==> config.mk <==
export PLATFORM = sky130hd
export DESIGN_NAME = lru_k_replacement
export DESIGN_NICKNAME = d
export VERILOG_FILES = /design/src/hdl/lruk_pkg.sv /design/src/hdl/lruk_queue.sv /design/src/hdl/lru_k_replacement.sv
export SDC_FILE = /design/constraint.sdc
export NUM_CORES = 1
export LEC_CHECK = 0
export BUFFER_PORTS_ARGS = -buffer_cell sky130_fd_sc_hd__buf_4
export CORE_ASPECT_RATIO = 1.4
export CORE_MARGIN = 10
export CORE_UTILIZATION = 37
export CTS_CLUSTER_DIAMETER = 100
export DETAILED_ROUTE_END_ITERATION = 10
export PLACE_DENSITY = 0.48
export SYNTH_ARGS = -nofsm -noshare
export SYNTH_HDL_FRONTEND = slang
export SYNTH_SLANG_ARGS = --single-unit
export TNS_END_PERCENT = 20
==> constraint.sdc <==
create_clock -name aclk -period 10 [get_ports aclk]
set_input_delay 1.5 -clock aclk [delete_from_list [all_inputs] [get_ports aclk]]
set_output_delay 1.5 -clock aclk [all_outputs]
set_load 0.05 [all_outputs]
==> src/hdl/lruk_pkg.sv <==
// Shared types and constants for the LRU-K replacement block.
// No dependencies; imported by lruk_queue and lru_k_replacement.
package lruk_pkg;

    localparam int QUEUE_DEPTH_DEF = 16;
    localparam int KEY_BITS_DEF    = 15;

    localparam int HIT_BITS       = 8;
    localparam int THRESH_BITS    = 8;
    localparam int CAP_BITS       = 5;
    localparam int CFG_DATA_BITS  = 8;
    localparam int CFG_INDEX_BITS = 1;

    localparam logic [THRESH_BITS-1:0] THRESH_RESET = 8'd2;
    localparam logic [CAP_BITS-1:0]    CAP_RESET    = 5'd16;
    localparam logic [HIT_BITS-1:0]    HIT_MAX      = 8'hFF;
    localparam logic [HIT_BITS-1:0]    HIT_FIRST    = 8'd1;

    localparam logic SRC_CACHE   = 1'b0;
    localparam logic SRC_HISTORY = 1'b1;

    typedef enum logic [CFG_INDEX_BITS-1:0] {
        CFG_THRESHOLD = 1'b0,
        CFG_CAPACITY  = 1'b1
    } cfg_index_t;

    typedef enum logic [2:0] {
        OUT_CACHE_HIT  = 3'd0,
        OUT_HIST_HIT   = 3'd1,
        OUT_PROMOTE    = 3'd2,
        OUT_MISS_HIST  = 3'd3,
        OUT_MISS_CACHE = 3'd4
    } outcome_t;

    // Update request for one queue: remove an entry, then append at the tail
    typedef struct packed {
        logic remove;
        logic append;
    } queue_op_t;

endpackage

==> src/hdl/lruk_queue.sv <==
// Ordered key queue held in a row of registers: parallel search, remove with
// shift-down compaction and tail append, applied together. Depends on lruk_pkg.
module lruk_queue import lruk_pkg::*; #(
    parameter int DEPTH   = QUEUE_DEPTH_DEF,
    parameter int KEY_W   = KEY_BITS_DEF,
    parameter int ENTRY_W = KEY_BITS_DEF,
    localparam int CW     = $clog2(DEPTH + 1),
    localparam int IW     = (DEPTH > 1) ? $clog2(DEPTH) : 1
) (
    input  logic               aclk,
    input  logic               aresetn,
    input  logic [KEY_W-1:0]   find_key,
    output logic               hit,
    output logic [IW-1:0]      hit_idx,
    output logic [ENTRY_W-1:0] hit_entry,
    output logic [ENTRY_W-1:0] head_entry,
    output logic [CW-1:0]      count,
    output logic [CW-1:0]      count_next,
    input  queue_op_t          op,
    input  logic [IW-1:0]      remove_idx,
    input  logic [ENTRY_W-1:0] append_entry
);

    logic [ENTRY_W-1:0] entry_reg  [DEPTH];
    logic [ENTRY_W-1:0] entry_next [DEPTH];
    logic [CW-1:0]      count_reg;
    logic [CW-1:0]      removed_count;
    logic [DEPTH-1:0]   match;

    // Keys are unique within a queue, so OR the matching lanes together
    always_comb begin
        hit_idx   = '0;
        hit_entry = '0;
        for (int i = 0; i < DEPTH; i++) begin
            match[i] = (CW'(i) < count_reg) && (entry_reg[i][KEY_W-1:0] == find_key);
            if (match[i]) begin
                hit_idx   = hit_idx | IW'(i);
                hit_entry = hit_entry | entry_reg[i];
            end
        end
        hit = |match;
    end

    always_comb begin
        int src;
        removed_count = count_reg - CW'(op.remove);
        for (int i = 0; i < DEPTH; i++) begin
            src = (i == DEPTH - 1) ? i : i + 1;
            if (op.remove && (IW'(i) >= remove_idx)) begin
                entry_next[i] = entry_reg[src];
            end else begin
                entry_next[i] = entry_reg[i];
            end
            if (op.append && (CW'(i) == removed_count)) begin
                entry_next[i] = append_entry;
            end
        end
        count_next = removed_count
                   + CW'(op.append && (removed_count < CW'(DEPTH)));
    end

    always_ff @(posedge aclk) begin
        for (int i = 0; i < DEPTH; i++) begin
            entry_reg[i] <= entry_next[i];
        end
    end

    always_ff @(posedge aclk) begin
        if (!aresetn) begin
            count_reg <= '0;
        end else begin
            count_reg <= count_next;
        end
    end

    assign head_entry = entry_reg[0];
    assign count      = count_reg;

endmodule

==> src/hdl/lru_k_replacement.sv <==
// LRU-K replacement top level: input register, decision logic, result register.
// Depends on lruk_pkg and lruk_queue.
//
// Each accepted key is looked up in the cache queue, then in the history
// queue, and the item's outcome, any head eviction and both fill levels come
// back as one result item. The block takes one item per clock cycle while
// results are taken (m_ready high). An accepted item moves from the input
// register into the result register, where its result is presented; it waits
// in the input register while an untaken result holds the result register.
// Each queue's parallel key search and shift-down compaction take a single
// pass, and queue state updates on the same edge that loads the result. Both
// queues are empty after reset and usable at once. Write promote_threshold
// (index 0) and queue_capacity (index 1) only while no item is in flight.
module lru_k_replacement import lruk_pkg::*; #(
    parameter int QUEUE_DEPTH = QUEUE_DEPTH_DEF,
    parameter int KEY_BITS    = KEY_BITS_DEF,
    localparam int CW         = $clog2(QUEUE_DEPTH + 1),
    localparam int IW         = (QUEUE_DEPTH > 1) ? $clog2(QUEUE_DEPTH) : 1
) (
    input  logic                      aclk,
    input  logic                      aresetn,
    input  logic                      cfg_wr_en,
    input  logic [CFG_INDEX_BITS-1:0] cfg_index,
    input  logic [CFG_DATA_BITS-1:0]  cfg_wdata,
    input  logic                      s_valid,
    output logic                      s_ready,
    input  logic [KEY_BITS-1:0]       s_access_key,
    output logic                      m_valid,
    input  logic                      m_ready,
    output logic [2:0]                m_outcome,
    output logic                      m_evict_valid,
    output logic                      m_evict_source,
    output logic [KEY_BITS-1:0]       m_evicted_key,
    output logic [CW-1:0]             m_cache_fill,
    output logic [CW-1:0]             m_history_fill
);

    localparam int HIST_W = KEY_BITS + HIT_BITS;

    logic [THRESH_BITS-1:0] threshold_reg;
    logic [CAP_BITS-1:0]    capacity_reg;

    logic                in_valid_reg;
    logic [KEY_BITS-1:0] key_reg;
    logic                advance;

    logic                out_valid_reg;
    outcome_t            outcome_reg, outcome_next;
    logic                evict_valid_reg, evict_valid_next;
    logic                evict_source_reg, evict_source_next;
    logic [KEY_BITS-1:0] evicted_key_reg, evicted_key_next;
    logic [CW-1:0]       cache_fill_reg, history_fill_reg;

    logic [CW-1:0]          cap_eff;
    logic [THRESH_BITS-1:0] k_eff;

    logic                c_hit, h_hit;
    logic [IW-1:0]       c_hit_idx, h_hit_idx;
    logic [KEY_BITS-1:0] c_head;
    logic [HIST_W-1:0]   h_hit_entry, h_head;
    logic [CW-1:0]       c_count, c_count_next, h_count, h_count_next;
    queue_op_t           c_op, h_op, c_op_gated, h_op_gated;
    logic [IW-1:0]       c_remove_idx, h_remove_idx;
    logic [HIT_BITS-1:0] hits_old, hits_inc, hits_append;

    // Configuration registers
    always_ff @(posedge aclk) begin
        if (!aresetn) begin
            threshold_reg <= THRESH_RESET;
            capacity_reg  <= CAP_RESET;
        end else if (cfg_wr_en) begin
            unique case (cfg_index_t'(cfg_index))
                CFG_THRESHOLD: threshold_reg <= cfg_wdata[THRESH_BITS-1:0];
                CFG_CAPACITY:  capacity_reg  <= cfg_wdata[CAP_BITS-1:0];
            endcase
        end
    end

    // Input register
    assign advance = in_valid_reg && (!out_valid_reg || m_ready);
    assign s_ready = !in_valid_reg || advance;

    always_ff @(posedge aclk) begin
        if (!aresetn) begin
            in_valid_reg <= 1'b0;
        end else if (s_ready) begin
            in_valid_reg <= s_valid;
        end
    end

    always_ff @(posedge aclk) begin
        if (s_valid && s_ready) begin
            key_reg <= s_access_key;
        end
    end

    lruk_queue #(
        .DEPTH   (QUEUE_DEPTH),
        .KEY_W   (KEY_BITS),
        .ENTRY_W (KEY_BITS)
    ) u_cache (
        .aclk         (aclk),
        .aresetn      (aresetn),
        .find_key     (key_reg),
        .hit          (c_hit),
        .hit_idx      (c_hit_idx),
        .hit_entry    (),
        .head_entry   (c_head),
        .count        (c_count),
        .count_next   (c_count_next),
        .op           (c_op_gated),
        .remove_idx   (c_remove_idx),
        .append_entry (key_reg)
    );

    lruk_queue #(
        .DEPTH   (QUEUE_DEPTH),
        .KEY_W   (KEY_BITS),
        .ENTRY_W (HIST_W)
    ) u_history (
        .aclk         (aclk),
        .aresetn      (aresetn),
        .find_key     (key_reg),
        .hit          (h_hit),
        .hit_idx      (h_hit_idx),
        .hit_entry    (h_hit_entry),
        .head_entry   (h_head),
        .count        (h_count),
        .count_next   (h_count_next),
        .op           (h_op_gated),
        .remove_idx   (h_remove_idx),
        .append_entry ({hits_append, key_reg})
    );

    // Clamp capacity to 1..QUEUE_DEPTH and treat a threshold of zero as one
    always_comb begin
        if (capacity_reg == '0) begin
            cap_eff = CW'(1);
        end else if (32'(capacity_reg) > QUEUE_DEPTH) begin
            cap_eff = CW'(QUEUE_DEPTH);
        end else begin
            cap_eff = CW'(capacity_reg);
        end
        k_eff = (threshold_reg == '0) ? THRESH_BITS'(1) : threshold_reg;
    end

    assign hits_old = h_hit_entry[HIST_W-1 -: HIT_BITS];
    assign hits_inc = (hits_old == HIT_MAX) ? HIT_MAX : hits_old + HIT_BITS'(1);

    always_comb begin
        c_op              = '0;
        h_op              = '0;
        c_remove_idx      = '0;
        h_remove_idx      = '0;
        hits_append       = HIT_FIRST;
        evict_valid_next  = 1'b0;
        evict_source_next = SRC_CACHE;
        evicted_key_next  = '0;
        if (c_hit) begin
            c_op.remove  = 1'b1;
            c_op.append  = 1'b1;
            c_remove_idx = c_hit_idx;
            outcome_next = OUT_CACHE_HIT;
        end else if (h_hit) begin
            h_op.remove  = 1'b1;
            h_remove_idx = h_hit_idx;
            if (hits_inc >= k_eff) begin
                // Promote: make room at the cache head if full
                if (c_count >= cap_eff) begin
                    c_op.remove      = 1'b1;
                    evict_valid_next = 1'b1;
                    evicted_key_next = c_head;
                end
                c_op.append  = 1'b1;
                outcome_next = OUT_PROMOTE;
            end else begin
                h_op.append  = 1'b1;
                hits_append  = hits_inc;
                outcome_next = OUT_HIST_HIT;
            end
        end else if (k_eff == THRESH_BITS'(1)) begin
            if (c_count >= cap_eff) begin
                c_op.remove      = 1'b1;
                evict_valid_next = 1'b1;
                evicted_key_next = c_head;
            end
            c_op.append  = 1'b1;
            outcome_next = OUT_MISS_CACHE;
        end else begin
            if (h_count >= cap_eff) begin
                h_op.remove       = 1'b1;
                evict_valid_next  = 1'b1;
                evict_source_next = SRC_HISTORY;
                evicted_key_next  = h_head[KEY_BITS-1:0];
            end
            h_op.append  = 1'b1;
            outcome_next = OUT_MISS_HIST;
        end
    end

    // Hold queue state unless the item moves into the result register
    assign c_op_gated = advance ? c_op : '0;
    assign h_op_gated = advance ? h_op : '0;

    // Result register
    always_ff @(posedge aclk) begin
        if (!aresetn) begin
            out_valid_reg <= 1'b0;
        end else if (advance) begin
            out_valid_reg <= 1'b1;
        end else if (m_ready) begin
            out_valid_reg <= 1'b0;
        end
    end

    always_ff @(posedge aclk) begin
        if (advance) begin
            outcome_reg      <= outcome_next;
            evict_valid_reg  <= evict_valid_next;
            evict_source_reg <= evict_source_next;
            evicted_key_reg  <= evicted_key_next;
            cache_fill_reg   <= c_count_next;
            history_fill_reg <= h_count_next;
        end
    end

    assign m_valid        = out_valid_reg;
    assign m_outcome      = outcome_reg;
    assign m_evict_valid  = evict_valid_reg;
    assign m_evict_source = evict_source_reg;
    assign m_evicted_key  = evicted_key_reg;
    assign m_cache_fill   = cache_fill_reg;
    assign m_history_fill = history_fill_reg;

endmodule
==> run metrics, run 1 <==
run status=finished, final reports clean; # nets final=between 3,000 and 4,000; post-route ant nets=0; slowest stage delay, CP=about 0.80 ns; Final HPWL DP=103 mm; Die Area=119,000 µm²; clk sinks=between 600 and 700; syn_nets=3,043; flops & latches, synth=678; gpl congestion=0.992; routed length per placed instance=30.9 µm; RR Endpoint=u_cache.entry_reg[0][110]; Startpoint Class=flop; Resized cells post-CTS=0; synthesis warning total=0; VDD IR max=~0.14 mV; Starting Density=a little under two fifths; Mapped Cells=2,987; grt ovf=0; Final Core Density=41.8%; Cells after DPL=4,340; Clock Latency Late Sink=0.67 ns; cell depth of the worst setup path=33; sequential area share after synthesis=51.6%; cts hold-fix bufs=0; Most used DFF post-synth=edfxtp_1; Total Neg Setup Slack=0 ns; count of final setup violators=0; minimum clock period=8.96 ns; # DRC=0; Hold Path Class=reg2reg; drt first pass iters=7; Area growth syn-to-layout=12.0%; Ports=61; Chip Width=294 µm; H-tree level count=3; fraction of registers with async set/reset=0%; largest delay contributor family on the critical path=simple AND/OR/NAND/NOR gates; WL final=138 mm; Max Cap Viol=0; final hold vios=0; initial drt markers=1,925; Power Total=6730 µW; Port Buffer Count=60; Worst Clk Skew=0.0279 ns; Sequential cell area=20,100 µm²; deepest clock path buffer count=3; Pwr per Cell Area=154 nW/µm²; Yosys cell types=98; TritonCTS clock tree=built; Largest register FFs=368; worst setup path startpoint=key_reg[6]; post-route insts no fill=4,474; Synth area leader=edfxtp_1; crit path max fanout=30; Buf/Inv on CP=4; crit path kind=reg2reg; R2R Setup Slk=1.04 ns; Row Count=140; Mapped Area=39,000 µm²; Max Transition Viols Final=0; die height=404 µm; clock transition at the registers of the reported paths=0.07 ns; initial antenna violation count=1; reg2reg start=key_reg[6]; Crit-path slowest cell=edfxtp_1; FMAX=roughly 110 MHz; mean area per synthesized cell=13.1 µm²; worst-case reg-to-reg path depth=33; critical path required time=10.42 ns; number of synthesized flops with an enable pin=653; critical path data arrival time=approximately 9.4 ns; core area=104,000 µm²; area taken by multi-input logic gates=17,400 µm²; crit path to=u_cache.entry_reg[0][110]; share of cells above drive strength 1=28.1%; vias in the first global route=roughly 27,000; Post-CTS Setup Inserts=0; Via-to-Cell Ratio=5.71; post-synth top area share=50.3%; gr usage total=22.9%; Final Cycle Share=89.6%; top cells by area, synth=edfxtp_1 (50%), mux2_2 (11%), xnor2_1 (6.7%); CTS Buf Count=75; Layout fillers=9,759; Slew headroom=14.9%; worst-margin pin slew=1.27 ns; total number of vias=25,500; first-pass GRT wire length=between 150 and 200 mm; CTS root buffer=clkbuf_16; Fin Hold WS=0.474 ns; largest net degree at the start of global routing=64; RSZ-0062 raised after global routing=false; Lkg Pwr=approximately 0.016 µW; critical path capture point type=flop
## worst reg2reg max path: cells and delay by family (launching register included)
kind,cells,cell delay (ns)
multiplexers,1,0.49
adder cells (fa/ha/maj),4,0.98
XOR/XNOR,1,0.22
AND/OR/NAND/NOR,14,3.22
AO/OA/AOI/OAI,9,1.89
flip-flops,1,0.80
buffers and inverters,4,1.08
## worst min path at each step
| stage | startpoint | end | slack (ns) | cells after the start |
|---|---|---|---|---|
| 2_1_floorplan | threshold_reg[0] | threshold_reg[0] | 0.44 | 2 |
| 3_3_place_gp | threshold_reg[0] | threshold_reg[0] | 0.46 | 2 |
| 3_5_place_dp | threshold_reg[0] | threshold_reg[0] | 0.47 | 2 |
| 4_1_cts | capacity_reg[0] | capacity_reg[0] | 0.48 | 2 |
| 5_1_grt | capacity_reg[0] | capacity_reg[0] | 0.50 | 2 |
| 6_report | capacity_reg[0] | capacity_reg[0] | 0.47 | 2 |
## per-stage QoR
stage	cell area, µm²	setup slack [ns]
floorplan	39000	1.83
global placement	41300	1.17
detailed placement	41300	1.07
CTS	43700	1.02
global route	43700	0.464
finish	43700	1.04
## layout by cell type (no fill, tap or decap), drive strengths merged, types with 13 or more instances in the layout
cell type and instances:
and2 34, xnor2 301, a222oi 19, nor4 66, nand2 102, mux2 523
dfxtp 25, buf 222, xor2 197, edfxtp 653, clkinv 27, a2111oi 15
nand3 93, a21oi 26, nand4 109, clkbuf 94, a22oi 34, or3 17
mux2i 49, nor3 51, or2 14, inv 85, nor2 72, ha 27
and3 40, a21boi 13, or4 19, o21ai 30
## Yosys cell counts (27+ instances only)
master	number
mux2_1	47
nor4_1	57
buf_2	53
ha_1	27
buf_4	28
mux2i_1	49
nand4_1	108
clkbuf_1	84
a22oi_1	34
nor2_1	71
edfxtp_1	653
buf_6	51
xor2_1	197
nand2_1	102
mux2_4	111
xnor2_1	300
mux2_2	365
nand3_1	93
and3_1	39
nor3_1	48
and2_1	30
inv_1	81
## area by class of cell
type                            instances  share of cell area [%]
Clock inverter                         38                   0.836
Antenna cell                            1                 0.00573
Inverter                               82                   0.705
Multi-Input combinational cell       2010                    39.8
Tap cell                             1349                    3.86
Sequential cell                       678                    46.0
Timing Repair Buffer                  222                    4.05
Clock buffer                           94                    4.68
## kinds of logic (layout without fill, tap and decap cells)
family / after synthesis / count (layout) / synth area share [%]
AOI/OAI and AO/OA: 236 / 236 / 4.75
DFF: 678 / 678 / 51.6
adders and majority gates: 27 / 27 / 0.866
xor gates and xnor gates: 498 / 498 / 11.2
buffers and inverters: 299 / 436 / 4.30
and+or+nand+nor: 677 / 677 / 9.89
other: 0 / 1 / 0
muxes: 572 / 572 / 17.4
## layer usage
| layer | vias up | GRT usage (%) | share of wire [%] |
|---|---|---|---|
| li1 | 11400 | - | - |
| met1 | 13100 | 24.3 | 37 |
| met2 | 757 | 44.1 | 55 |
| met3 | 290 | 2.52 | 3.5 |
| met4 | 0 | 11.4 | 5.1 |
| met5 | - | 0 | 0 |
## power by group
| group | total [µW] | leakage (µW) | switching [µW] | internal, µW |
|---|---|---|---|---|
| Combinational | 626 | 0.00824 | 397 | 229 |
| Sequential | 3290 | 0.00609 | 83.0 | 3200 |
| Clock | 2820 | 0.00118 | 1210 | 1610 |
| Total | 6730 | 0.0155 | 1690 | 5040 |
Power figures use the tool's default switching activity.
==> inputs of run 2 (changes only) <==
--- a/config.mk
+++ b/config.mk
@@ -12,6 +12,8 @@
 export CTS_CLUSTER_DIAMETER = 100
 export DETAILED_ROUTE_END_ITERATION = 10
 export PLACE_DENSITY = 0.48
+export RECOVER_POWER = 50
+export REMOVE_ABC_BUFFERS = 1
 export SYNTH_ARGS = -nofsm -noshare
 export SYNTH_HDL_FRONTEND = slang
 export SYNTH_SLANG_ARGS = --single-unit
==> run metrics, run 2 (synthesis results as in run 1) <==
run status=finished with violations; failing checks=capacitance limit, slew limit; share of cells above drive strength 1=23.1%; Total Neg Setup Slack=0 ns; initial antenna violation count=1; Lkg Pwr=0.0148 µW; post-route ant nets=0; RR Endpoint=u_history.entry_reg[1][149]; diode count=0; Ports=61; Startpoint Class=flop; deepest clock path buffer count=3; Switch Pwr=1750 µW; gr usage total=between 20% and 30%; crit path max fanout=27; area taken by multi-input logic gates=17,000 µm²; Reg power frac=48.6%; hold_sp=capacity_reg[0]; initial drt markers=roughly 2,100; H-tree level count=3; Buf/Inv on CP=7; # DRC=0; VDD IR max=approximately 0.13 mV; Top cell by count, worst path=buf_4; TritonCTS clock tree=built; drt first pass iters=6; Resized cells post-CTS=0; gpl congestion=just under 1; internal power=5040 µW; met1 GRT Util=between 20% and 30%; Port Buffer Count=60; Die Area=about 120,000 µm²; Hold Path Class=reg2reg; most frequent cells in the layout=edfxtp_1 (653), mux2_2 (361), xnor2_1 (300), xor2_1 (197), mux2_1 (140); final hold vios=0; Layout fillers=9,883; RSZ-0062 raised after global routing=false; routed length per placed instance=approximately 32 µm; Clock power frac=42.5%; # nets final=approximately 3,100; Crit-path slowest cell=clkbuf_1; CTS root buffer=clkbuf_16; largest delay contributor family on the critical path=buffers and inverters; crit-path cells=buf_4 -> buf_4 -> buf_4 -> clkbuf_1 -> xnor2_1 -> nand4_1 -> nor4_2 -> a41oi_2 -> nand4_1 -> nand3b_2 -> buf_4 -> a211oi_1 -> ha_1 -> ha_1 -> nor3b_1 -> xnor2_1 -> nand2_1 -> nor2_1 -> nand2_1 -> or3_2 -> buf_4 -> nand3_1 -> clkbuf_2; Pwr per Cell Area=158 nW/µm²; Fin Hold WS=0.487 ns; Sequential cell area=20,100 µm²; clock transition at the registers of the reported paths=0.06 ns; worst-case reg-to-reg path depth=23; cts hold-fix bufs=0; grt ovf=0; vias in the first global route=26,800; Slew headroom=-112%; Hold Path Stages=2; Hold Path End=capacity_reg[0]; core area=104,000 µm²; busiest grt layer=met2; critical path capture point type=flop; critical path required time=10.28 ns; Largest register FFs=between 300 and 400; Clock Latency Late Sink=approximately 0.67 ns; minimum clock period=9.58 ns; critical path data arrival time=9.86 ns; Worst Clk Skew=0.0232 ns; switching share of power=25.8%; slowest stage delay, CP=around 1.5 ns; count of final setup violators=0; reg2reg start=key_reg[14]; FMAX=between 100 and 150 MHz; M2 GR Usage=between 40 and 50%; clk sinks=678; Starting Density=37.4%; WL final=143 mm; largest net degree at the start of global routing=41; total number of vias=around 26,000; Final HPWL DP=105 mm; Max Transition Viols Final=178; R2R Setup Slk=around 0.42 ns; die height=between 400 and 500 µm; grt met3 use=roughly 2.9%; Post-CTS Setup Inserts=0; commonest non-fill, non-tap cell in the layout=edfxtp_1; crit path kind=reg2reg; first-pass GRT wire length=202 mm; CTS Buf Count=76; Chip Width=approximately 300 µm; combinational cell fraction of total power=8.9%; Row Count=140; Via-to-Cell Ratio=between 5 and 6; Area growth syn-to-layout=10.5%; Max Cap Viol=7; Final Cycle Share=95.8%; worst-margin pin slew=3.19 ns
## run 2: cell count changes in the layout (fill, tap and decap cells not counted), sizes merged
cell	change
buf	-82
clkbuf	+75
clkinv	+12
bufinv	+2
clkinvlp	-1
diode	-1
## run 2: metrics by stage
stage          instance area [µm²]  std cells  util, %  total power, µW  setup slack [ns]
2_1_floorplan                37600       2770        -             3700            -0.381
3_3_place_gp                 41200       4338     39.5             3990             0.688
3_5_place_dp                 41200       4338     39.5             3990             0.822
4_1_cts                      43700       4479     41.8             6880             0.794
5_1_grt                      43100       4479     41.3             7000             0.204
6_report                     43100       4479     41.3             6790             0.418
## run 2: power groups by stage
stage,Clock [µW],Combinational (µW),Sequential [µW]
2_1_floorplan,0,318,3380
3_3_place_gp,0,631,3360
3_5_place_dp,0,634,3360
4_1_cts,2950,637,3300
5_1_grt,3060,646,3300
6_report,2890,607,3300
## run 2: worst register-to-register path: stages (launching register included)
cell	delay, ns
edfxtp_1	0.84
buf_4	0.41
buf_4	0.24
buf_4	0.23
clkbuf_1	1.46
xnor2_1	0.24
nand4_1	0.19
nor4_2	0.13
a41oi_2	0.37
nand4_1	0.22
nand3b_2	0.25
buf_4	0.28
a211oi_1	1.04
ha_1	0.33
ha_1	0.23
nor3b_1	0.32
xnor2_1	0.19
nand2_1	0.10
nor2_1	0.31
nand2_1	0.14
or3_2	0.45
buf_4	0.30
nand3_1	0.18
clkbuf_2	0.73
## run 2: per-layer routing
layer  wire (µm)  up-vias  share of wire [%]
met5           0        -                  0
met4        7650        0                5.4
met3        5960      300                4.2
met2       75200      902                 53
met1       53900    13200                 38
li1            -    11400                  -
## run 2: cell type report
type | instances | area share, %
Sequential cell | 678 | 46.7
Multi-Input combinational cell | 2010 | 39.5
Clock buffer | 90 | 4.59
Tap cell | 1349 | 3.92
Timing Repair Buffer | 219 | 3.44
Clock inverter | 51 | 1.19
Inverter | 82 | 0.714
## run 2: worst max-delay path by stage
stage / cells after the start / endpoint / slack, ns / startpoint
finish: 23 / u_history.entry_reg[1][149] / 0.42 / key_reg[14]
global route: 33 / u_cache.entry_reg[1][100] / 0.20 / key_reg[12]
CTS: 31 / u_cache.entry_reg[1][99] / 0.79 / key_reg[8]
detailed placement: 31 / u_cache.entry_reg[1][99] / 0.82 / key_reg[8]
global placement: 30 / u_cache.entry_reg[1][100] / 0.69 / key_reg[13]
floorplan: 29 / u_cache.entry_reg[0][57] / -0.38 / key_reg[12]
==> inputs of run 3 (changes only) <==
--- a/config.mk
+++ b/config.mk
@@ -8,12 +8,11 @@
 export BUFFER_PORTS_ARGS = -buffer_cell sky130_fd_sc_hd__buf_4
 export CORE_ASPECT_RATIO = 1.4
 export CORE_MARGIN = 10
-export CORE_UTILIZATION = 37
+export CORE_UTILIZATION = 25
 export CTS_CLUSTER_DIAMETER = 100
 export DETAILED_ROUTE_END_ITERATION = 10
-export PLACE_DENSITY = 0.48
-export RECOVER_POWER = 50
-export REMOVE_ABC_BUFFERS = 1
+export PLACE_DENSITY = 0.35
+export RECOVER_POWER = 25
 export SYNTH_ARGS = -nofsm -noshare
 export SYNTH_HDL_FRONTEND = slang
 export SYNTH_SLANG_ARGS = --single-unit
==> run metrics, run 3 (synthesis results as in run 1) <==
run status=finished with violations; failing checks=capacitance limit, slew limit; crit path to=u_cache.entry_reg[0][111]; Buf/Inv on CP=4; Switch Pwr=~1800 µW; count of final setup violators=0; die height=487 µm; critical path capture point type=flop; Hold Path Class=reg2reg; wire length on met3=4.31 mm; post-route ant nets=0; final hold vios=0; CTS root buffer=clkbuf_16; area taken by multi-input logic gates=17,400 µm²; Met1 Wirelength=~55 mm; Final HPWL DP=115 mm; Row Count=171; Worst Clk Skew=approximately 0.044 ns; critical path required time=10.43 ns; Crit-path slowest cell=edfxtp_1; uppermost layer routed=met5; R2R Setup Slk=0.45 ns; Port Buffer Count=60; largest delay contributor family on the critical path=simple AND/OR/NAND/NOR gates; worst-case reg-to-reg path depth=33; RSZ-0062 raised after global routing=true; Area growth syn-to-layout=14.5%; cts hold-fix bufs=0; post-route insts no fill=5,207; worst-margin pin slew=2.12 ns; Startpoint Class=flop; gpl congestion=0.885; Clock Latency Late Sink=0.70 ns; Via-to-Cell Ratio=4.80; Final Cycle Share=95.5%; vias in the first global route=26,600; deepest clock path buffer count=3; Chip Width=354 µm; most frequent cells in the layout=edfxtp_1 (653), mux2_2 (365), xnor2_1 (300), xor2_1 (197), buf_4 (174); worst setup path startpoint=key_reg[1]; gr usage total=16.8%; internal power=5160 µW; CTS Buf Count=82; Sequential cell area=between 20,000 and 25,000 µm²; share of cells above drive strength 1=between 20 and 30%; clk sinks=678; Die Area=roughly 170,000 µm²; largest net degree at the start of global routing=64; clock transition at the registers of the reported paths=0.06 ns; slowest stage delay, CP=approximately 0.83 ns; setup ws final=0.451 ns; Reg power frac=between 40 and 50%; reg2reg start=key_reg[1]; routed length per placed instance=28.6 µm; TritonCTS clock tree=built; Layout fillers=between 15,000 and 20,000; metal2 WL=84.2 mm; cell depth of the worst setup path=33; # DRC=0; Clock power frac=a little over two fifths; Slew headroom=-41.2%; crit path kind=reg2reg; drt first pass iters=7; H-tree level count=3; first-pass GRT wire length=209 mm; core area=about 160,000 µm²; minimum clock period=9.55 ns; crit path max fanout=30; Lkg Pwr=roughly 0.015 µW; Power Total=6940 µW; # nets final=3,118; combinational cell fraction of total power=9.2%; Total Neg Setup Slack=0 ns; WL final=149 mm; Cells after DPL=5,053; Starting Density=between 20% and 30%; Max Transition Viols Final=183; grt ovf=0; VDD IR max=0.135 mV; Place WS=0.422 ns; Pwr per Cell Area=roughly 160 nW/µm²; switching share of power=25.6%; commonest non-fill, non-tap cell in the layout=edfxtp_1; RR Endpoint=u_cache.entry_reg[0][111]; total number of vias=about 25,000; critical path data arrival time=roughly 10 ns; Ports=61; Max Cap Viol=7; FMAX=roughly 100 MHz; Largest register FFs=368; initial antenna violation count=8; initial drt markers=1,734
## run 3: cell count changes in the layout (fill, tap and decap cells not counted), moves of 4 or more
cell	before	now
buf_4	134	174
clkbuf_1	69	42
clkbuf_16	77	88
clkbuf_2	11	0
clkbuf_4	12	5
clkinv_2	20	13
diode_2	0	4
mux2_1	140	47
mux2_2	361	365
mux2_4	22	111
nand3_1	93	88
nand3_2	0	5
o21ai_2	2	7
## run 3: layer usage
metal | global-route usage [%] | vias to the layer above
li1 | - | 11400
met1 | 17.5 | 12800
met2 | 33.8 | 594
met3 | 1.79 | 216
met4 | 6.19 | 4
met5 | 0 | -
## run 3: power by group through the flow
stage | Clock [µW] | Combinational (µW) | Sequential, µW
floorplan | 0 | 407 | 3330
global placement | 0 | 660 | 3340
detailed placement | 0 | 660 | 3340
CTS | 3120 | 663 | 3290
global route | 3210 | 692 | 3290
finish | 3020 | 642 | 3280
## run 3: layout make-up
cell class | instances | area share (%)
Sequential cell | 678 | 45.0
Multi-Input combinational cell | 2010 | 38.9
Tap cell | 2076 | 5.82
Clock buffer | 110 | 5.12
Timing Repair Buffer | 208 | 3.58
Clock inverter | 39 | 0.810
Inverter | 82 | 0.689
Antenna cell | 4 | 0.0224
## run 3: worst min-delay path by stage
stage | from | end | slack [ns] | cells past startpoint
2_1_floorplan | threshold_reg[0] | threshold_reg[0] | 0.44 | 2
3_3_place_gp | capacity_reg[0] | capacity_reg[0] | 0.46 | 2
3_5_place_dp | capacity_reg[0] | capacity_reg[0] | 0.47 | 2
4_1_cts | capacity_reg[0] | capacity_reg[0] | 0.48 | 2
5_1_grt | capacity_reg[0] | capacity_reg[0] | 0.51 | 2
6_report | capacity_reg[0] | capacity_reg[0] | 0.47 | 2
## run 3: what timing repair did
| action | in CTS | in global routing |
|---|---|---|
| resized for setup | 0 | 6 |
| setup endpoints to repair | 0 | 172 |
| buffers inserted | 0 | 1 |
## run 3: worst register-to-register path: cells and delay by family, from the launching register on
kind                     cells  cell delay (ns)
flip-flops                   1             0.83
adder cells (fa/ha/maj)      4             0.96
AO/OA/AOI/OAI                9             1.91
multiplexers                 1             0.52
AND/OR/NAND/NOR             14             3.76
XOR/XNOR                     1             0.21
buffers and inverters        4             1.10
## run 3: per-stage QoR
stage | hold WS (ns) | util, % | area [µm²]
floorplan | 0.438 | - | 39000
global placement | 0.462 | 27.1 | 42000
detailed placement | 0.471 | 27.1 | 42000
CTS | 0.479 | 28.8 | 44700
global route | 0.510 | 28.8 | 44600
finish | 0.474 | 28.8 | 44700
